**src/hw/rtl/bfd_fifo.sv**
```systemverilog
`timescale 1ns / 1ps
`default_nettype none

module bfd_fifo #(
  parameter int WIDTH = 8,
  parameter int DEPTH = 4
) (
  input  logic             clk,
  input  logic             rst,
  input  logic             push,
  input  logic [WIDTH-1:0] wr_data,
  output logic             full,
  input  logic             pop,
  output logic [WIDTH-1:0] rd_data,
  output logic             empty
);

  // depth is a power of two so the pointers wrap on their own
  localparam int PTR_W = (DEPTH > 1) ? $clog2(DEPTH) : 1;
  localparam int CNT_W = $clog2(DEPTH + 1);

  logic [WIDTH-1:0] store [DEPTH];
  logic [PTR_W-1:0] wr_ptr;
  logic [PTR_W-1:0] rd_ptr;
  logic [CNT_W-1:0] count;
  logic             do_push;
  logic             do_pop;

  assign full    = (count == CNT_W'(DEPTH));
  assign empty   = (count == '0);
  assign do_push = push && !full;
  assign do_pop  = pop && !empty;
  assign rd_data = store[rd_ptr];

  // pointers and fill count
  always_ff @(posedge clk) begin
    if (rst) begin
      wr_ptr <= '0;
      rd_ptr <= '0;
      count  <= '0;
    end else begin
      if (do_push) wr_ptr <= wr_ptr + 1'b1;
      if (do_pop)  rd_ptr <= rd_ptr + 1'b1;
      case ({do_push, do_pop})
        2'b10:   count <= count + 1'b1;
        2'b01:   count <= count - 1'b1;
        default: count <= count;
      endcase
    end
  end

  // entry storage
  always_ff @(posedge clk) begin
    if (do_push) store[wr_ptr] <= wr_data;
  end

endmodule

`default_nettype wire

```
**config.mk**
```make
export PLATFORM = sky130hd
export DESIGN_NAME = bfd_fifo
export DESIGN_NICKNAME = d
export VERILOG_FILES = /design/src/hw/rtl/bfd_fifo.sv
export SDC_FILE = /design/constraint.sdc
export NUM_CORES = 1
export LEC_CHECK = 0
export ABC_AREA = 1
export BUFFER_PORTS_ARGS = -buffer_cell sky130_fd_sc_hd__buf_2
export CAP_MARGIN = 20
export CORE_ASPECT_RATIO = 0.5
export CORE_MARGIN = 1.5
export CORE_UTILIZATION = 56
export DETAILED_ROUTE_END_ITERATION = 10
export GPL_ROUTABILITY_DRIVEN = 0
export PLACE_DENSITY = 0.78
export RECOVER_POWER = 50
export SLEW_MARGIN = 15
export SYNTH_ARGS = -nofsm -noshare
export SYNTH_HDL_FRONTEND = slang
export SYNTH_SLANG_ARGS = --single-unit
```
**constraint.sdc**
```tcl
create_clock -name clk -period 2.2 [get_ports clk]
set_input_delay 0.44 -clock clk [delete_from_list [all_inputs] [get_ports clk]]
set_output_delay 0.44 -clock clk [all_outputs]
set_load 0.03 [all_outputs]
```
* Word-level counts from Yosys, hierarchy flattened *
Memories as Yosys holds them, arrays and structs flattened. A register that Yosys moved wholly into a read port is not among the register bits.
Cells that the tools add are included.

word-level totals
  word-level logic and storage cells = 22
  bits in registers = 7
  output and inout port bits = 10
  bits of input ports = 12
  memories kept = 1
  RAM bits = 32

cells by class
  eq/ne operators = 3
  mux-type cells = 5
  reduce and logical (&&, ||, !) cells = 6
  add/subtract/negate cells = 4

memories
  memory  words  width  rd ports  clocked after memory_dff  wr ports  line  text
  store   4      8      1         1                         1         22    logic [WIDTH-1:0] store [DEPTH];

operators by type and width
  operator                                             number
  case mux 3 bit (2 select lines)                      1
  adder 2 x 1 -> 2 bit, second input constant          2
  two-way mux 2 bit                                    2
  adder 3 x 1 -> 3 bit, second input constant          1
  equality test 3 bit, second input constant           1
  zero test 3 bit                                      1
  subtractor 3 x 1 -> 3 bit, second input constant     1
  equality test 2 x 1 -> 1 bit, second input constant  1
  equality test 2 bit, second input constant           1
  logical AND 1 bit                                    2
  zero test 1 bit                                      2
  two-way mux 1 bit                                    2
  nonzero test 2 bit                                   1

* Logic depth before layout (Yosys ltp) *
Gate-level depths: netlist of run 1.

  depth in word-level cells = 5
  depth in mapped cells = 13
  mapped depth without buffers = 13

* Worst setup path after synthesis of run 1 *
Ideal clock, no wire load.

  kind = register -> register
  start = register count[1]
  end = register count[2]
  stages on the path, launching flop included = 13
  arrival time = 1.501 ns
  library setup time = 0.113 ns
  clock period less this slack = 1.614 ns
  data required time = 2.087 ns
  path slack = 0.586 ns
  buffers on the path = 0
  path through = dfxtp_1 nor2_2 nand2_2 nand2_4 ha_1 inv_1 fa_1 inv_1 nand2_1 nand3_1 nand2_1 nand2_1 nor2_1

between the ends
  word-level cells in the longest chain between the ends = 5
  elaborated cells on any way between the ends = 12
  classes of those cells = 2 x add/sub; 3 x eq/ne; 1 x mux; 6 x reduce/logical

ends and longest elaborated chain
  what                                                                   line    text
  start, declared                                                        25      logic [CNT_W-1:0] count;
  start signal, assigned                                                 45      2'b10: count <= count + 1'b1;
  start signal, assigned                                                 46      2'b01: count <= count - 1'b1;
  start signal, assigned                                                 47      default: count <= count;
  equality test 3 bit or zero test 3 bit (tied branches)                 29, 30
  zero test 1 bit, on equally long branches                              31, 32
  logical AND 1 bit, on equally long branches                            31, 32
  equality test 2 x 1 -> 1 bit or equality test 2 bit (tied branches)    44      case ({do_push, do_pop})
  case mux 3 bit (2 select lines) or nonzero test 2 bit (tied branches)  n/a

Parallel ways exist; a longest one is shown, timed or not.
A chain may end at the register's enable or synchronous reset.

==> run summary, run 1 <==
crit path time final: 2.00 ns
PnR worst setup slack: 0.199 ns
Tcrit/Tclk final: 90.9%
total setup buffers inserted after CTS: 0
largest cells by area after synthesis: edfxtp_1 57%, dfxtp_1 11%, nor2_1 5.5%
crit path kind: flip-flop to output pin
vias in the first global route: 1,040
Mapped Nets: 164
clock sink total: 41
Post-Route WL: 2.76 mm
CP Launch Type: flip-flop
Vias: 1,087
TritonCTS buffer count: 5
Synth Cell Area: 1690 sq um
Pwr Density: 1190 nW/um^2
clk slew on worst S/H paths: 0.07 ns
# setup viols final: 0
unrepaired setup endpoints after global routing: no
Synth-to-Final Area Change: 15.6%
drc violations: 0
chip height: 41.9 um
dpl ws: 0.455 ns
FP Rows: 13
largest area contributor in the netlist: edfxtp_1
Avg Vias per Cell: 5.06
Ports: 22
antenna violations before repair: 0
worst-path cell chain: inv_2 > o21ai_0 > o22ai_1 > buf_2
remaining antenna violation count: 0
Reg2Reg Depth: 13
post-synthesis adder-cell area fraction: 4.88%
Yosys top cell area share: 56.8%
R2R setup slack: 0.40 ns
CP arrival: 1.56 ns
Final nets: 195
worst hold path depth: 2
Global Route Usage Sum: 19.1%
Setup Skew: 0.00349 ns
Worst VDD drop: 0.000813 V
Hold Vio Cnt, Final: 0
min-delay src: rst
commonest non-fill, non-tap cells in the layout: 32 x edfxtp_1, 26 x nor2_1, 19 x inv_1, 14 x o21ai_0
total die area: 3380 sq um
mean area per synthesized cell: 11.6 sq um
Warnings, synthesis: 0
RR Endpoint: count[2]
Compound-Gate Fraction of Synth Area: 10.4%
# hold bufs at CTS: 0
Max Root-Sink Buffers: 2
Hold Path Class: input pin to flip-flop
Final Cell Area: 1960 sq um
Die W: 80.7 um
most common cell after layout, fill and taps aside: edfxtp_1
CP max stage delay: 0.52 ns
post-DP HPWL: 1.80 mm
TNS Setup: 0 ns
fmax: 0.500 GHz
multiplexer share of the synthesized area: 0%
Hold Path End: wr_ptr[0]
Synth Area in XOR/XNOR: 0%
final cell count without fillers: 215
DRT Pass-1 Iters: 4
wire per inst: 12.8 um
outcome: complete, no violations
Initial Util: 61.9%
I/O Buffers: 21
Inst Count DP: 207
#FFs+latches synth: 41
Root Buffer: clkbuf_8
CP endpoint kind: output pin
sequential element share of the synthesized area: 67.5%
Worst path slowest cell: dfxtp_1
Static Leakage: 0.768 nW
slew of the pin with the lowest slew margin: 0.501 ns
final hold slack: 0.363 ns
synth unique cells: 18
ANT cells: 0
combinational family with the most area after synthesis: simple AND/OR/NAND/NOR gates
initial drt markers: 58
first-pass GRT wire length: 4.63 mm
CTS tree: yes
Crit Path Max Fanout: 16
RR Startpoint: count[2]
CP Data Required Time: 1.76 ns
simple-gate share of the synthesized area: 11.5%
largest net degree at the start of global routing: 17
dpl cell area: 1860 sq um
layout cells sized above 1: 16.9%
slew margin rel.: 66.6%
pins over their slew limit: 0
Mapped Cells: 146
grt ovf: 0
core box area: 2730 sq um
Max-Cap Viols: 0
# H-tree levels: 2
post-cts repair resize count: 0
clock latency reported for the late side of the worst-skew pair: 0.28 ns
-- per-stage QoR --
| stage | util (%) | power, W |
|---|---|---|
| 5_1_grt | 71.6 | 0.00246 |
| 6_report | 71.6 | 0.00233 |
| 3_5_place_dp | 68.0 | 0.00175 |
| 3_3_place_gp | 68.0 | 0.00173 |
| 2_1_floorplan | - | 0.00156 |
| 4_1_cts | 72.3 | 0.00235 |
-- where the power goes --
group          total [W]  switching [W]  leakage, nW  internal (W)
clock network   0.000604       0.000235       0.0585      0.000370
logic           0.000728       0.000508        0.342      0.000220
registers        0.00100      0.0000661        0.368      0.000934
-- cells in the mapped netlist --
cell	n
a21oi_1	5
buf_6	2
dfxtp_1	9
edfxtp_1	32
fa_1	1
ha_1	5
inv_1	19
inv_2	1
nand2_1	12
nand2_2	2
nand2_4	1
nand3_1	5
nor2_1	25
nor2_2	1
o21ai_0	14
o21ai_1	1
o21ai_2	3
o22ai_1	8
-- worst max-delay path by stage --
stage          slack [ns]  cells after the start  startpoint    endpoint
3_3_place_gp         0.50                     12         pop    count[2]
5_1_grt               0.1                      4   flip-flop  rd_data[0]
4_1_cts              0.22                      4   flip-flop  rd_data[5]
2_1_floorplan        0.59                     12    count[1]    count[2]
6_report             0.20                      4   flip-flop  rd_data[1]
3_5_place_dp         0.45                     12    count[1]    count[2]
-- critical path, delay by kind of cell, from the launching register on --
| family | cells | cell delay [ns] |
|---|---|---|
| AOI/OAI and AO/OA | 2 | 0.34 |
| DFF | 1 | 0.52 |
| buffers and inverters | 2 | 0.41 |
-- cell families after synthesis --
family,Yosys count
and+or+nand+nor,46
DFF,41
AOI/OAI and AO/OA,31
buffers and inverters,22
adders and majority gates,6
-- flip-flops by register name (all words and copies together) (netlist names), named ones only --
name	count
store	32
count	3
rd_ptr	2
wr_ptr	2
-- layer usage --
layer	part of all wire, %	vias up	wire length [um]	GRT usage [%]
met2	47	34	1300	30.3
met4	0	0	0	5.17
li1	-	556	-	-
met3	4.7	0	130	7.47
met1	48	497	1330	24.8
met5	0	-	0	0
-- cell type report --
cell class                      count  area, sq um
Clock inverter                      1         30.0
Sequential cell                    41         1140
Timing Repair Buffer               26          129
Inverter                           20         75.1
Tap cell                           37         46.3
Fill cell                         197          777
Multi-Input combinational cell     83          448
Clock buffer                        7         86.3
Power figures use the tool's default switching activity.
==> inputs of run 2 (changes only) <==
- PLACE_DENSITY: 0.78 -> default
- PLACE_DENSITY_LB_ADDON: default -> 0.2
==> run 2 against run 1 <==
Clock power is essentially flat. Clock skew grew 0.00090 ns. Critical path depth is the same. Worst hold slack lost 0.0053 ns. Power shrank 0.32%. Design area shrank 0.13%. Clock-buffer cell count is the same. Routed wire length grew 0.83%. Sequential cell count is the same. Combinational power shrank 1%. Critical path type unchanged. Critical endpoint is now rd_data[6]. Largest power group unchanged.
==> run summary, run 2 (synthesized netlist as in run 1, its figures left out) <==
R2R setup slack: 0.32 ns (-0.08 ns)
CP arrival: 1.51 ns (-0.05 ns)
ANT cells: 0 (unchanged)
Static Leakage: 0.768 nW (about the same)
Pwr Density: 1190 nW/um^2 (-0.19%)
Tcrit/Tclk final: 88.5% (-2.4 points)
total die area: 3380 sq um (unchanged)
outcome: complete, no violations
FF/Latch Area: 1140 sq um (unchanged)
clock latency reported for the late side of the worst-skew pair: 0.29 ns (about the same)
area occupied by multi-input gates: 445 sq um (-0.56%)
Bufs and invs on worst path: 2 (unchanged)
RR Endpoint: count[2]
clock sink total: 41 (unchanged)
Top Registers: store x32, count x3
remaining antenna violation count: 0 (unchanged)
antenna violations before repair: 0 (unchanged)
Setup Skew: 0.00440 ns (+0.000905 ns)
Crit Path Max Fanout: 10 (-6)
Initial Util: 61.9% (unchanged)
Vias: 1,123 (+3.3%)
# H-tree levels: 2 (unchanged)
total setup buffers inserted after CTS: 0 (unchanged)
Reg2Reg Depth: 11 (-2)
initial drt markers: 44 (-24%)
TNS Setup: 0 ns (unchanged)
Max-Cap Viols: 0 (unchanged)
DRT Pass-1 Iters: 4 (unchanged)
Die W: 80.7 um (unchanged)
I/O Buffers: 21 (unchanged)
wire per inst: 12.9 um (+0.83%)
Worst VDD drop: 0.000861 V (+5.9%)
drc violations: 0 (unchanged)
PnR worst setup slack: 0.252 ns (+0.0530 ns)
core box area: 2730 sq um (unchanged)
# setup viols final: 0 (unchanged)
vias in the first global route: 1,130 (+8.7%)
worst-path cell chain: buf_4 > o21ai_0 > o22ai_1 > buf_2
CP Capture Point: rd_data[6]
unrepaired setup endpoints after global routing: no
layout cells sized above 1: 16.3% (-0.56 points)
WP depth: 4 (unchanged)
CP Launch Type: flip-flop
clk slew on worst S/H paths: 0.07 ns (about the same)
slew margin rel.: 67.4% (+0.83 points)
CP max stage delay: 0.52 ns (about the same)
commonest non-fill, non-tap cells in the layout: 32 x edfxtp_1, 26 x nor2_1, 19 x inv_1, 14 x nand2_1, 14 x o21ai_0
Avg Vias per Cell: 5.22 (+3.3%)
Top reg by flops: store
Global Route Usage Sum: 20.0% (+0.86 points)
pins over their slew limit: 0 (unchanged)
Hold Path Class: input pin to flip-flop
post-DP HPWL: 1.83 mm (+1.5%)
chip height: 41.9 um (unchanged)
slew of the pin with the lowest slew margin: 0.488 ns (-0.0125 ns)
crit path time final: 1.95 ns (-0.0530 ns)
grt ovf: 0 (unchanged)
CP endpoint kind: output pin
Layout fillers: 198 (+0.51%)
crit path kind: flip-flop to output pin
Post-Route WL: 2.78 mm (+0.83%)
Ports: 22 (unchanged)
first-pass GRT wire length: 4.85 mm (+4.8%)
# hold bufs at CTS: 0 (unchanged)
Synth-to-Final Area Change: 15.5%
TritonCTS buffer count: 5 (unchanged)
Final nets: 195 (unchanged)
RR Startpoint: count[2]
CTS tree: yes
most common cell after layout, fill and taps aside: edfxtp_1
FP Rows: 13 (unchanged)
Worst path slowest cell: dfxtp_1
Hold Vio Cnt, Final: 0 (unchanged)
CP Data Required Time: 1.76 ns (about the same)
Root Buffer: clkbuf_8
largest net degree at the start of global routing: 17 (unchanged)
final hold slack: 0.358 ns (-0.00534 ns)
Crit path max-delay family: flip-flops
fmax: 0.513 GHz (+2.7%)
dpl ws: 0.394 ns (-0.0612 ns)
max reg flops: 32 (unchanged)
post-cts repair resize count: 0 (unchanged)
Max Root-Sink Buffers: 2 (unchanged)
==> run 2: metrics by stage <==
step                utilization, %  power (W)  instances  instance area (sq um)
finish                        71.5    0.00232        215                   1950
global route                  71.5    0.00246        215                   1950
detailed placement            68.0    0.00174        207                   1860
floorplan                        -    0.00156        146                   1690
global placement              68.0    0.00173        207                   1860
CTS                           72.3    0.00236        215                   1970
==> run 2: worst reg2reg max path, stage by stage, from the launching register on <==
cell	delay, ns
dfxtp_1	0.35
inv_1	0.08
nand2_1	0.14
nand2_1	0.08
inv_1	0.08
ha_1	0.16
inv_1	0.07
fa_1	0.41
nand2_1	0.11
nand3_1	0.10
nor2_1	0.13
nor2_1	0.07
==> run 2: layout make-up <==
cell class | count | area share [%]
multi-input combinational | 83 | 22.8
clock buffer | 7 | 4.42
sequential | 41 | 58.4
tap | 37 | 2.37
timing repair buffer | 26 | 6.60
inverter | 20 | 3.84
clock inverter | 1 | 1.54
==> run 2: worst min path at each step <==
stage          startpoint         to  cells after the start
2_1_floorplan   rd_ptr[1]  flip-flop                      2
3_3_place_gp    wr_ptr[0]  wr_ptr[0]                      2
3_5_place_dp    rd_ptr[1]  rd_ptr[1]                      2
4_1_cts               rst  wr_ptr[0]                      2
5_1_grt               rst  wr_ptr[0]                      2
6_report              rst  wr_ptr[0]                      2
==> run 2: layer usage <==
metal  GRT usage (%)  vias up  wire, um
met5               0        -         0
met4            7.93        0        39
met3            5.27        5       126
met2            33.4       24      1390
met1            24.9      534      1230
li1                -      560         -
==> run 2: where the power goes <==
part           internal [W]  switching, W
registers          0.000934     0.0000627
clock network      0.000370      0.000238
logic              0.000218      0.000503
