[src/hw/rtl/bfd_pkg.sv]
`timescale 1ns / 1ps
`default_nettype none

package bfd_pkg;

  // fixed field and register widths
  localparam int PIX_W       = 8;
  localparam int SCALE_W     = 4;
  localparam int CFG_W       = 12;
  localparam int CFG_IDX_W   = 2;
  localparam int COORD_W     = 12;

  // block sums: 255 * 15 * 15 fits in 16 bits
  localparam int SUM_W       = 16;

  // reciprocal of s*s scaled by 2**24, rounded up; exact for sums below 2**16
  localparam int RECIP_SHIFT = 24;
  localparam int RECIP_W     = 25;

  // configuration register indexes
  localparam logic [CFG_IDX_W-1:0] REG_SCALE  = 2'd0;
  localparam logic [CFG_IDX_W-1:0] REG_WIDTH  = 2'd1;
  localparam logic [CFG_IDX_W-1:0] REG_HEIGHT = 2'd2;

  typedef struct packed {
    logic [PIX_W-1:0] pixel_red;
    logic [PIX_W-1:0] pixel_green;
    logic [PIX_W-1:0] pixel_blue;
  } pixel_t;

  typedef struct packed {
    logic [PIX_W-1:0] avg_red;
    logic [PIX_W-1:0] avg_green;
    logic [PIX_W-1:0] avg_blue;
    logic             image_done;
  } result_t;

  // per-channel partial or column sums
  typedef struct packed {
    logic [SUM_W-1:0] red;
    logic [SUM_W-1:0] green;
    logic [SUM_W-1:0] blue;
  } sum3_t;

  // request flags from the front to the back
  typedef struct packed {
    logic first_row;   // first row of the block: overwrite the column sum
    logic emit;        // last row of the block: produce an output pixel
    logic last_block;  // final output pixel of the image
  } bfd_flags_t;

  typedef enum logic [1:0] {
    BK_IDLE,
    BK_ACC,
    BK_MUL,
    BK_PUSH
  } bfd_bk_state_t;

  // ceil(2**24 / (s*s)); zero scale never reaches here
  function automatic logic [RECIP_W-1:0] recip_lut(input logic [SCALE_W-1:0] s);
    logic [RECIP_W-1:0] r;
    begin
      case (s)
        4'd1:    r = 25'd16777216;
        4'd2:    r = 25'd4194304;
        4'd3:    r = 25'd1864136;
        4'd4:    r = 25'd1048576;
        4'd5:    r = 25'd671089;
        4'd6:    r = 25'd466034;
        4'd7:    r = 25'd342393;
        4'd8:    r = 25'd262144;
        4'd9:    r = 25'd207127;
        4'd10:   r = 25'd167773;
        4'd11:   r = 25'd138655;
        4'd12:   r = 25'd116509;
        4'd13:   r = 25'd99274;
        4'd14:   r = 25'd85599;
        4'd15:   r = 25'd74566;
        default: r = 25'd16777216;
      endcase
      return r;
    end
  endfunction

endpackage

`default_nettype wire

[src/hw/rtl/bfd_front.sv]
`timescale 1ns / 1ps
`default_nettype none

module bfd_front import bfd_pkg::*; #(
  parameter int MAX_WIDTH = 2048,
  parameter int MAX_SCALE = 8
) (
  input  logic                clk,
  input  logic                rst,
  input  logic                restart,
  input  logic                push,
  input  pixel_t              pixel,
  input  logic [SCALE_W-1:0]  scale,
  input  logic [COORD_W-1:0]  image_width,
  input  logic [COORD_W-1:0]  image_height,
  input  logic                cmd_full,
  output logic                cmd_push,
  output logic [$clog2(MAX_WIDTH)+$bits(bfd_flags_t)+$bits(sum3_t)-1:0] cmd_data
);

  localparam int IDX_W = $clog2(MAX_WIDTH);
  localparam int SUB_W = $clog2(MAX_SCALE);
  localparam int EXT_W = COORD_W + 1;

  logic [COORD_W-1:0] pix_col;
  logic [COORD_W-1:0] pix_row;
  logic [COORD_W-1:0] col_base;
  logic [COORD_W-1:0] row_base;
  logic [SUB_W-1:0]   sub_col;
  logic [SUB_W-1:0]   sub_row;
  logic [IDX_W-1:0]   blk_col;
  sum3_t              partial;

  logic               accept;
  logic [EXT_W-1:0]   s_ext;
  logic [EXT_W-1:0]   col_end;
  logic [EXT_W-1:0]   row_end;
  logic               col_fit;
  logic               row_fit;
  logic               col_final;
  logic               row_final;
  logic               in_block;
  logic               col_last;
  logic               row_last;
  logic               line_end;
  logic               image_end;
  sum3_t              partial_next;
  bfd_flags_t         flags;

  assign accept = push && !cmd_full;

  // where the pixel sits relative to complete blocks
  always_comb begin
    s_ext     = EXT_W'(scale);
    col_end   = EXT_W'(col_base) + s_ext;
    row_end   = EXT_W'(row_base) + s_ext;
    col_fit   = col_end <= EXT_W'(image_width);
    row_fit   = row_end <= EXT_W'(image_height);
    col_final = (col_end + s_ext) > EXT_W'(image_width);
    row_final = (row_end + s_ext) > EXT_W'(image_height);
    in_block  = col_fit && row_fit;
    col_last  = (5'(sub_col) + 5'd1) == 5'(scale);
    row_last  = (5'(sub_row) + 5'd1) == 5'(scale);
    line_end  = (EXT_W'(pix_col) + 1'b1) >= EXT_W'(image_width);
    image_end = (EXT_W'(pix_row) + 1'b1) >= EXT_W'(image_height);
  end

  // running row sum of the current block
  always_comb begin
    partial_next.red   = partial.red   + SUM_W'(pixel.pixel_red);
    partial_next.green = partial.green + SUM_W'(pixel.pixel_green);
    partial_next.blue  = partial.blue  + SUM_W'(pixel.pixel_blue);
  end

  // request to the back at the end of each block row segment
  always_comb begin
    flags.first_row  = (sub_row == '0);
    flags.emit       = row_last;
    flags.last_block = row_last && col_final && row_final;
    cmd_push         = accept && in_block && col_last;
    cmd_data         = {blk_col, flags, partial_next};
  end

  // raster position counters
  always_ff @(posedge clk) begin
    if (rst || restart) begin
      pix_col  <= '0;
      pix_row  <= '0;
      col_base <= '0;
      row_base <= '0;
      sub_col  <= '0;
      sub_row  <= '0;
      blk_col  <= '0;
      partial  <= '0;
    end else if (accept) begin
      if (line_end) begin
        partial <= '0;
      end else if (in_block) begin
        partial <= col_last ? '0 : partial_next;
      end
      if (line_end) begin
        pix_col  <= '0;
        col_base <= '0;
        sub_col  <= '0;
        blk_col  <= '0;
        if (image_end) begin
          pix_row  <= '0;
          row_base <= '0;
          sub_row  <= '0;
        end else begin
          pix_row <= pix_row + 1'b1;
          if (row_last) begin
            sub_row  <= '0;
            row_base <= row_base + COORD_W'(scale);
          end else begin
            sub_row <= sub_row + 1'b1;
          end
        end
      end else begin
        pix_col <= pix_col + 1'b1;
        if (col_last) begin
          sub_col  <= '0;
          col_base <= col_base + COORD_W'(scale);
          blk_col  <= blk_col + 1'b1;
        end else begin
          sub_col <= sub_col + 1'b1;
        end
      end
    end
  end

endmodule

`default_nettype wire

[config.mk]
export PLATFORM = sky130hd
export DESIGN_NAME = bfd_front
export DESIGN_NICKNAME = d
export VERILOG_FILES = /design/src/hw/rtl/bfd_pkg.sv /design/src/hw/rtl/bfd_front.sv
export SDC_FILE = /design/constraint.sdc
export NUM_CORES = 1
export LEC_CHECK = 0
export BUFFER_PORTS_ARGS = -buffer_cell sky130_fd_sc_hd__buf_2
export CAP_MARGIN = 20
export CORE_MARGIN = 3
export CORE_UTILIZATION = 43
export CTS_CLUSTER_SIZE = 40
export DETAILED_ROUTE_END_ITERATION = 16
export GPL_TIMING_DRIVEN = 0
export PLACE_DENSITY = 0.63
export SLEW_MARGIN = 20
export SYNTH_ARGS = -nofsm -noshare
export SYNTH_HDL_FRONTEND = slang
export SYNTH_SLANG_ARGS = --single-unit
[constraint.sdc]
create_clock -name clk -period 12.8 [get_ports clk]
set_clock_uncertainty 0.2 [all_clocks]
set_input_delay 2.56 -clock clk [delete_from_list [all_inputs] [get_ports clk]]
set_output_delay 2.56 -clock clk [all_outputs]
set_load 0.02 [all_outputs]
# Yosys cells after proc, flatten, opt, wreduce, memory -nomap -nowiden
# Cells that the tools add are included.
# totals
wordCells,67
in_bits,57
reg_bits,113
# op_classes
reduce_logical,16
muxes,15
n_addsub,18
n_lt_le_gt_ge,6
n_eq_ne,2
# op_table
op,count
2-to-1 mux 48 bit,3
2-to-1 mux 12 bit,6
adder 16 x 8 -> 16 bit,3
"adder 12 x 1 -> 13 bit, second input constant",2
adder 12 x 4 -> 13 bit,2
adder 13 x 4 -> 13 bit,2
greater-or-equal comparator 13 x 12 -> 1 bit,2
> comparator 13 x 12 -> 1 bit,2
less-or-equal comparator 13 x 12 -> 1 bit,2
"adder 12 x 1 -> 12 bit, second input constant",2
adder 12 x 4 -> 12 bit,2
2-to-1 mux 11 bit,2
2-to-1 mux 3 bit,4
"adder 11 x 1 -> 11 bit, second input constant",1
"adder 3 x 1 -> 4 bit, second input constant",2
equality test 4 bit,2
"adder 3 x 1 -> 3 bit, second input constant",2
logical AND 1 bit,6
AND reduction 2 bit,3
nonzero test 2 bit,3
logical NOT 3 bit,1
AND reduction 3 bit,1
logical NOT 1 bit,1
logical OR 1 bit,1

# Depth between registers and ports, before layout
# Gate-level depths: netlist of run 1.
# depth
ltp_word,5
depth_mapped,19
mapped_depth_nobuf,19

# Worst setup path before layout of run 1
# Ideal clock, no wire load.
# synth_path
path_type,input-to-output
start,in scale[0]
end,out cmd_data[48]
stages,17
path_slack_ps,4103
required_ps,10040
arrival_ps,5937
cell_sequence,ha_1 > fa_1 > a211oi_1 > or2_2 > clkbuf_1 > xnor2_1 > nand2_1 > nor3_1 > nand3_1 > xnor2_1 > ha_1 > nand4_1 > or3_1 > o21ai_0 > a31oi_1 > a31oi_1 > a221oi_1
# synth_via
elab_chain_cells,5
# synth_rtl
item,line,source
start: declaration,bfd_front.sv:13,"input logic [SCALE_W-1:0] scale,"
adder 12 x 4 -> 13 bit,bfd_front.sv:55,col_end = EXT_W'(col_base) + s_ext;
adder 13 x 4 -> 13 bit,bfd_front.sv:59,col_final = (col_end + s_ext) > EXT_W'(image_width);
> comparator 13 x 12 -> 1 bit,bfd_front.sv:59,
logical AND 1 bit,bfd_front.sv:79,flags.last_block = row_last && col_final && row_final;
logical AND 1 bit (*),bfd_front.sv:79,
end: declaration,bfd_front.sv:18,output logic [$clog2(MAX_WIDTH)+$bits(bfd_flags_t)+$bits(sum3_t)-1:0] cmd_data
# Every way passes the cells marked *; elsewhere a longest branch is shown, timed or not.

# Worst setup path after layout of run 1
# layout_path
start,in scale[0]
end,out cmd_push
# layout_via
elab_chain_cells,5
# layout_rtl
item,line,source
adder 12 x 4 -> 13 bit (on tied branches),"bfd_front.sv:55, bfd_front.sv:56",
less-or-equal comparator 13 x 12 -> 1 bit (on tied branches),"bfd_front.sv:57, bfd_front.sv:58",
logical AND 1 bit,bfd_front.sv:61,in_block = col_fit && row_fit;
logical AND 1 bit,bfd_front.sv:80,cmd_push = accept && in_block && col_last;
logical AND 1 bit (*),bfd_front.sv:80,
end: declaration,bfd_front.sv:17,"output logic cmd_push,"
# Marked as above.

==> results of run 1 <==
power breakdown:
group | switching (mW) | total [mW] | internal (mW)
registers | 0.00167 | 0.356 | 0.354
logic | 0.0887 | 0.141 | 0.0526
clock network | 0.187 | 0.462 | 0.275
sequential cells by signal, indices dropped and copies added, names as in the netlist:
signal and flops:
pix_col 12, pix_row 12, sub_row 3, sub_col 3, col_base 12, row_base 12
partial 48, blk_col 11
stage by stage:
step	setup WS (ps)	hold slack, ps	util, %	instances
floorplan	4100	240	-	1118
global placement	3010	253	48.4	1512
detailed placement	3010	260	48.4	1512
CTS	2990	268	51.2	1544
global route	2660	288	51.2	1544
finish	2990	265	51.2	1544
synth_stat cells, drive strengths merged (6+ instances only):
library cell	n
a21oi	67
nor3	18
a32o	11
a21o	19
dfxtp	113
and3	14
o21ai	44
ha	118
inv	49
nor2b	14
buf	19
nand2b	10
clkbuf	32
xor2	50
a31oi	6
nor4	7
nand2	61
or2	7
a211oi	13
xnor2	65
a22oi	12
a22o	15
or3	10
nand3b	10
o211ai	14
fa	7
nand4	42
o21a	10
nand3	105
nor2	88
worst max-delay path by stage:
stage | from | to | slack (ps)
after floorplan | scale[0] | cmd_data[48] | 4100
after global placement | scale[0] | cmd_push | 3010
after detailed placement | scale[0] | cmd_push | 3010
after CTS | scale[0] | cmd_push | 2990
after global routing | scale[0] | cmd_push | 2660
final | scale[0] | cmd_push | 2990
final cells by class:
cell class                 instances  share of cell area [%]
buffer                            51                    2.17
inverter                          49                    1.70
clock inverter                    13                    1.21
clock buffer                      19                    4.10
timing repair buffer             119                    5.52
sequential                       113                    21.0
multi-input combinational        905                    61.2
tap                              275                    3.19
tightest hold or removal path: stages, from the launching register on:
cell     delay, ps
dfxtp_1        310
nand4_1         60
o21ai_1         50
layout by cell type, fill, tap and decap left out, types with 33 or more instances in the layout:
master and count:
xnor2_1 64, nand3_1 105, inv_1 49, buf_2 129, nand2_1 60, nand4_1 42, clkbuf_1 33, xor2_1 50
nor2_1 86, ha_1 118, dfxtp_1 113, a21oi_1 64
cells by family (layout without fill, tap and decap cells):
family / count (synthesis) / count (layout)
flip-flops: 113 / 113
buffers and inverters: 100 / 251
multiplexers: 5 / 5
adder cells (fa/ha/maj): 125 / 125
XOR/XNOR: 115 / 115
AND/OR/NAND/NOR: 411 / 411
AO/OA/AOI/OAI: 249 / 249
metal layers:
layer	routed length (um)	global-route usage, %
met2	11800	34.2
met3	1410	3.60
met1	12800	31.7
met5	0	0
met4	391	5.73
==> impl_metrics.toml, run 1 <==
[critical_path]
rrSetupSlack_ps = 7870
endpoint_kind = "output pin"
cp_top_family = "compound AO/OA/AOI/OAI gates"
cp.depth = 17
rr_endpoint = "partial[41]"
start_kind = "input pin"
worstPathRequired_ps = 10040
critical_path.max_fanout = 10
cp_slowest_cell = "a2111oi_2"
reg2reg_depth = 16
critPathKind = "in -> out"
max_stage_delay_ps = 780
path_cells = "buf_2 -> ha_1 -> fa_1 -> a21o_1 -> a21oi_2 -> nor2_1 -> nand3_1 -> xor2_1 -> inv_1 -> ha_1 -> nand4_1 -> o31ai_1 -> a31oi_1 -> a2111oi_2 -> clkbuf_1 -> and2_1 -> buf_2"
critical_path_buf_inv_count = 4
worst-endpoint-arrival_ps = 7050
r2r_start = "col_base[0]"

[synth]
synth_compound_gate_area_share_pct = 18.7
synth_top_family_by_area = "simple AND/OR/NAND/NOR gates"
synth.net_count = 1300
synth_ff_type = "dfxtp_1"
ys_seq_elements = 113
ys_seq_area_share_pct = 24.4
async_flop_share_pct = 0
syn_inst = 1118
synth-edff-count = 0
synth.area.top_cells = "dfxtp_1 (24%), ha_1 (16%), xnor2_1 (6.0%)"
synth_area_leader_cell = "dfxtp_1"
synth_top_area_share_pct = 24.4
synth-simple-area-share_pct = 23.5
muxShareOfSynthArea_pct = 0.553
synth.distinct_cells = 80
synthXorXnorAreaFrac_pct = 10.9
syn_area_um2 = 9280
yosysWarnings = 0
syn_avg_cell_area_um2 = 8.30
synth_fa_ha_area_share_pct = 17.4

[global_routing]
grt_pass1_vias = 8274
track_usage_pct = 22.0
grt_max_degree = 17
grt_antenna_before_repair = 0
grt_first_pass_wirelength_um = 42500
grt_overflow_total = 0

[routing]
via_per_inst = 5.68
drcViolationCount = 0
wire_per_inst_um = 17.1
drtIter0Drc = 641
via_count = 8770
ant_nets = 0
wirelength_um = 26400
drt_pass1_iterations = 6

[clocking]
cts_tree = "done"
ctsResizeCount = 0
cts-buffers-inserted = 17
clk_latency_ps = 430
cts.reportedPaths.clkPinSlew_ps = 50
htreeDepth = 4
post_cts_buffers = 0
cts_sinks = 113
cts_buffer_depth = 2
cts-root-buf = "clkbuf_16"
ctsHoldBuffers = 0

[worst_hold_path]
hold_class = "reg -> reg"
whs_path_depth = 2
holdCritStartpoint = "partial[46]"
hold_end = "partial[46]"

[power_and_ir_drop]
p_total_uw = 959
p_per_area_nw_per_um2 = 88.8
ir_drop_uv = 70.2
leakagePower_nw = 4.82

[sta]
finalCritPeriodShare_pct = 76.7
finalMaxSlewViolations = 0
rsz0062_at_grt = "no"
slew_headroom_pct = 21.8
tns_ps = 0
min_period_ps = 9810
finalSetupViolCount = 0
fmax_ghz = 0.102
worst_pin_slew_ps = 1160
finalHoldViolations = 0

[placed_design]
io_buffers = 119
dpl_cell_area_um2 = 10200
hpwl_um = 20500
gp_congestion = 0.891

[die]
die_h_um = 153
rows = 53
die_w_um = 153
ios = 120
start_util_pct = 44.0
core_area_um2 = 21100
dieArea_um2 = 23400

[flow_run]
drv_cap = 0

[cells_and_area]
seqCellArea_um2 = 2260
fill_cells = 2088
final_cell_area_um2 = 10800
nNetsFinal = 1438
drive_gt1_share_pct = 15.4
multi_input_area_um2 = 6600
n_antenna_cell = 0
area_delta_synth_final_pct = 16.4

[outcome]
outcome = "complete, no violations"
Note: power is estimated with default switching activity, not from simulation.
==> run 2, diff against run 1 <==
ABC_AREA = 1   (was unset)
PLACE_DENSITY = 0.65   (was 0.63)
clock period = 8.3 ns   (was 12.8 ns; I/O delays follow)
==> run 2 against run 1 <==
Net effect:
- cell area grew 11%
- non-clock buffer count is the same
- register-to-register slack lost 3500 ps
- hold slack gained 12 ps
- critical path depth grew 5
- die area grew 11%
- highest routed layer unchanged
==> impl_metrics.toml, run 2 <==
[sta]
finalMaxSlewViolations = 0
finalHoldViolations = 0
slew_headroom_pct = 33.6
finalCritPeriodShare_pct = 93.4
rsz0062_at_grt = "no"
min_period_ps = 7750
finalSetupViolCount = 0
fmax_ghz = 0.129
setup_ws_ps = 550
tns_ps = 0
worst_pin_slew_ps = 993

[clocking]
cts-buffers-inserted = 17
cts-root-buf = "clkbuf_16"
cts_sinks = 113
ctsResizeCount = 0
cts_buffer_depth = 2
cts_tree = "done"
htreeDepth = 4
cts.reportedPaths.clkPinSlew_ps = 60
clk_latency_ps = 420
post_cts_buffers = 0
ctsHoldBuffers = 0

[synth]
syn_inst = 1609
synth.area.top_cells = "dfxtp_1 (22%), nand2_1 (16%), ha_1 (14%)"
synth_area_leader_cell = "dfxtp_1"
synth_top_area_share_pct = 21.8
ys_seq_elements = 113
synth.net_count = 1791
synth_most_common_cell = "nand2_1"
synth-edff-count = 0
synth.distinct_cells = 47
synth_common_cells = "nand2_1 (433), nor2_1 (196), inv_1 (184), nand3_1 (132), ha_1 (118)"
syn_avg_cell_area_um2 = 6.44
yosysWarnings = 0
ys_seq_area_share_pct = 21.8
synth_ff_type = "dfxtp_1"
syn_area_um2 = 10400
async_flop_share_pct = 0

[routing]
via_count = 10400
wire_per_inst_um = 13.8
wl_met2_um = 13000
drcViolationCount = 0
ant_nets = 0
wirelength_um = 28600
drt-met1-wl_um = 14000
top_layer_used = "met4"
wl_met3_um = 974
drt_pass1_iterations = 5
drtIter0Drc = 579
via_per_inst = 5.02

[global_routing]
grt_first_pass_wirelength_um = 46900
grt_antenna_before_repair = 0
grt_pass1_vias = 9642
track_usage_pct = 21.8
grt_overflow_total = 0
grt_max_degree = 17

[power_and_ir_drop]
p_comb_share_pct = 17.7
swShare_pct = 29.8
clkPwrFrac_pct = 47.6
ir_drop_uv = 121
p_seq_share_pct = 34.7
switchingPower_uw = 479
leakagePower_nw = 6.07
p_int_mw = 1.13
p_per_area_nw_per_um2 = 134

[critical_path]
cp_slowest_cell = "fa_1"
max_stage_delay_ps = 620
critical_path_buf_inv_count = 4
r2r_start = "row_base[0]"
cp_top_family = "adder cells"
reg2reg_depth = 22
critical_path.max_fanout = 9
crit_top_cell = "nand3_1"
worstPathRequired_ps = 6440
critPathKind = "in -> out"
rrSetupSlack_ps = 4370
endpoint_kind = "output pin"
worst-endpoint-arrival_ps = 5890
rr_endpoint = "partial[1]"
start_kind = "input pin"
path_cells = "buf_2 -> ha_1 -> fa_1 -> inv_1 -> fa_1 -> o21ai_0 -> a21oi_1 -> nor2_1 -> nand3_1 -> nor2_1 -> nand3_1 -> xor2_1 -> ha_1 -> nand2_1 -> inv_1 -> nand3_1 -> or4_1 -> nand2_1 -> nand3_1 -> nand2_1 -> nor2_1 -> buf_2"

[placed_design]
hpwl_um = 22600
dp.cells = 2047
gp_congestion = 0.891
io_buffers = 119
pre_cts_slack_ps = 586

[cells_and_area]
nNetsFinal = 1929
final_cell_mix = "nand2_1 (433), nor2_1 (196), inv_1 (184), buf_2 (135), nand3_1 (132)"
final_common_cell = "nand2_1"
n_antenna_cell = 0
fin_cells = 2079
regMostFlops = "partial"
area_delta_synth_final_pct = 15.5
drive_gt1_share_pct = 11.5
largest_register_ffs = 48

[worst_hold_path]
hold_end = "row_base[3]"
holdCritStartpoint = "row_base[3]"
whs_path_depth = 2
hold_class = "reg -> reg"

[die]
rows = 56
ios = 120
die_w_um = 161
start_util_pct = 43.9
core_area_um2 = 23600
die_h_um = 161
dieArea_um2 = 26000

[outcome]
outcome = "complete, no violations"

[flow_run]
drv_cap = 0
-- run 2: cell types whose count changed after synthesis, moves of 13 or more --
cell     previous run  this run
a21o_1             19         1
a21oi_1            64        99
a22o_1             15         0
inv_1              49       184
nand2_1            60       433
nand3_1           105       132
nor2_1             86       196
nor2b_1            14         0
o21ai_1            13         0
xnor2_1            64        20
xor2_1             50        79
-- run 2: power by group through the flow --
stage | Combinational (mW) | Clock [mW] | Sequential [mW]
global route | 0.323 | 0.802 | 0.558
CTS | 0.285 | 0.775 | 0.557
global placement | 0.279 | 0 | 0.569
finish | 0.284 | 0.765 | 0.557
detailed placement | 0.283 | 0 | 0.569
floorplan | 0.198 | 0 | 0.567
-- run 2: per-layer routing --
metal | GRT usage (%) | up-vias
met3 | 2.95 | 36
met2 | 35.7 | 207
li1 | - | 5471
met1 | 30.0 | 4728
met4 | 6.41 | 0
met5 | 0 | -
-- run 2: final cells by class --
cell class | count | area [um^2]
multi-input cells | 1256 | 7130
well taps | 319 | 399
repair buffers | 119 | 596
clock buffers | 18 | 429
fillers | 2475 | 11600
flip-flops and latches | 113 | 2260
inverters | 189 | 709
plain buffers | 51 | 265
clock inverters | 14 | 180
-- run 2: kinds of logic (layout without fill, tap and decap cells) --
logic type / after synthesis / count (layout) / synth area share, %
compound gates: 144 / 144 / 7.51
flops: 113 / 113 / 21.8
buf+inv: 240 / 391 / 9.40
xor+xnor: 100 / 100 / 8.52
simple gates: 887 / 887 / 37.1
fa+ha+maj: 125 / 125 / 15.6
-- run 2: worst max-delay path by stage --
stage / to / depth (start not counted) / start / slack [ps]
4_1_cts: cmd_data[48] / 22 / scale[0] / 570
3_3_place_gp: cmd_data[48] / 22 / scale[0] / 630
6_report: cmd_data[48] / 22 / scale[0] / 550
3_5_place_dp: cmd_data[48] / 22 / scale[0] / 590
2_1_floorplan: cmd_data[48] / 20 / scale[0] / 1540
5_1_grt: cmd_data[48] / 22 / scale[0] / 280
-- run 2: stage by stage --
| stage | power [mW] | hold WS, ps | utilization (%) | area (um^2) |
|---|---|---|---|---|
| after floorplan | 0.766 | 245 | - | 10400 |
| after global placement | 0.848 | 255 | 48.1 | 11400 |
| after detailed placement | 0.852 | 271 | 48.1 | 11400 |
| after CTS | 1.62 | 281 | 50.7 | 12000 |
| after global routing | 1.68 | 293 | 50.7 | 12000 |
| final | 1.61 | 277 | 50.7 | 12000 |
-- run 2: worst reg2reg max path: cells and delay by family (launching register included) --
family	cells	cell delay, ps
DFF	1	330
AOI/OAI and AO/OA	2	410
and+or+nand+nor	15	1360
buffers and inverters	2	500
adders and majority gates	3	1050
==> run 3, diff against run 2 <==
ABC_AREA = unset   (was 1)
MAX_ROUTING_LAYER = met4   (was unset)
PLACE_DENSITY = 0.66   (was 0.65)
SKIP_CTS_REPAIR_TIMING = 1   (was unset)
==> run 3 against run 2 <==
Net effect:
- first-iteration DRC count rose by 1.4%
- register-to-register slack got worse by 980 ps
- highest routed layer unchanged
- critical path depth fell by 6
- cell area down 9.1%
- total power shrank 2.2%
- sequential share of layout area grew 1.9 points
- clock-buffer cell count is 6 higher
- die area shrank 10%
- wire length shrank 6.4%
- clock power increased by 5.0%
- fmax shrank 1.2%
==> impl_metrics.toml, run 3 (synthesis gave the netlist of run 1 again) <==
[clocking]
cts-root-buf = "clkbuf_16"
htreeDepth = 4
cts_buffer_depth = 2
cts_sinks = 113
cts.reportedPaths.clkPinSlew_ps = 50
cts-buffers-inserted = 17
cts_tree = "done"
clk_latency_ps = 420

[sta]
finalCritPeriodShare_pct = 94.5
slew_headroom_pct = 31.3
min_period_ps = 7850
hold_ws_ps = 261
finalMaxSlewViolations = 0
tns_ps = 0
finalHoldViolations = 0
fmax_ghz = 0.127
worst_pin_slew_ps = 1020
rsz0062_at_grt = "no"
finalSetupViolCount = 0

[die]
dieArea_um2 = 23400
core_area_um2 = 21100
die_h_um = 153
rows = 53
ios = 120
die_w_um = 153
start_util_pct = 44.0

[power_and_ir_drop]
leakagePower_nw = 4.87
switchingPower_uw = 409
clkPwrFrac_pct = 51.1
ir_drop_uv = 136
p_int_mw = 1.16
swShare_pct = 26.0
p_per_area_nw_per_um2 = 145
p_seq_share_pct = 34.9
p_comb_share_pct = 14.0

[routing]
drt_pass1_iterations = 6
via_count = 8795
drtIter0Drc = 587
drcViolationCount = 0
ant_nets = 0
via_per_inst = 5.70
wire_per_inst_um = 17.4
wirelength_um = 26800

[placed_design]
hpwl_um = 20600
gp_congestion = 0.903
io_buffers = 119

[global_routing]
grt_max_degree = 17
grt_overflow_total = 0
grt_pass1_vias = 8260
track_usage_pct = 22.9
grt_antenna_before_repair = 0
grt_first_pass_wirelength_um = 42700

[cells_and_area]
final_cell_mix = "buf_2 (129), ha_1 (118), dfxtp_1 (113), nand3_1 (105), nor2_1 (86)"
seqCellArea_um2 = 2260
area_delta_synth_final_pct = 17.3
nNetsFinal = 1438
n_antenna_cell = 0
largest_register_ffs = 48
fill_cells = 2046
final_common_cell = "buf_2"
final_util_pct = 51.6
regMostFlops = "partial"
multi_input_area_um2 = 6620
drive_gt1_share_pct = 15.4

[critical_path]
critical_path_buf_inv_count = 4
path_cells = "buf_2 -> ha_1 -> clkbuf_1 -> nand4_1 -> o211ai_1 -> nand2_1 -> xnor2_1 -> ha_1 -> o21ai_0 -> o21ai_0 -> o211ai_1 -> nand3_1 -> a2111oi_4 -> clkbuf_2 -> and2_1 -> buf_2"
cp_top_family = "compound AO/OA/AOI/OAI gates"
worst-endpoint-arrival_ps = 5990
rrSetupSlack_ps = 3390
max_stage_delay_ps = 600
critical_path.max_fanout = 10
start_kind = "input pin"
cp_slowest_cell = "o211ai_1"
worstPathRequired_ps = 6440
endpoint_kind = "output pin"
critPathKind = "in -> out"

[outcome]
outcome = "complete, no violations"

[worst_hold_path]
hold_class = "reg -> reg"

[flow_run]
drv_cap = 0
## run 3: cell types whose count changed in the layout (fill, tap and decap cells not counted), moves of 29 or more
cell / before / now
nor2_1: 196 / 86
xor2_1: 79 / 50
nand2_1: 433 / 60
inv_1: 184 / 49
xnor2_1: 20 / 64
a21oi_1: 99 / 64
## run 3: power groups by stage
stage          Clock [mW]  Sequential (mW)  Combinational [mW]
5_1_grt             0.835            0.549               0.244
3_5_place_dp            0            0.561               0.218
2_1_floorplan           0            0.560               0.146
6_report            0.803            0.549               0.220
4_1_cts             0.810            0.549               0.219
3_3_place_gp            0            0.560               0.214
## run 3: layer usage
metal / GRT usage [%] / part of all wire, % / vias to the layer above / routed length [um]
met5: - / 0 / - / 0
met4: 5.26 / 1.6 / 0 / 430
met1: 30.8 / 47 / 4123 / 12700
met3: 3.62 / 4.7 / 29 / 1250
li1: - / - / 4403 / -
met2: 36.5 / 46 / 240 / 12400
## run 3: final timing paths
path / start / to / cells after the start
setup reg to reg: row_base[3] / partial[41] / 15
setup / recovery: scale[3] / cmd_push / 16
hold reg to reg: partial[46] / partial[46] / 2
hold / removal: partial[46] / partial[46] / 2
## run 3: final cells by class
class                      instances  area share [%]
tap                              275            3.16
inverter                          49            1.69
clock inverter                     8            1.38
buffer                            51            2.16
multi-input combinational        905            60.8
sequential                       113            20.8
clock buffer                      24            4.52
timing repair buffer             119            5.47
## run 3: worst register-to-register path, stage by stage, from the launching register on
cell       delay, ps
dfxtp_1          310
ha_1             270
clkbuf_1         240
nand4_1          130
o211ai_1         600
nand2_1          180
xnor2_1          490
ha_1             350
o21ai_0          160
o21ai_0          100
o211ai_1         110
nand3_1          230
a2111oi_4        570
clkbuf_1         510
o22ai_1          180
a21o_1           190
## run 3: per-stage QoR
step	area (um^2)	setup WS, ps	instances	power (mW)
after floorplan	9280	1400	1118	0.706
final	10900	453	1544	1.57
after global placement	10200	280	1512	0.774
after CTS	10900	213	1544	1.58
after detailed placement	10200	213	1512	0.778
after global routing	10900	96.2	1544	1.63
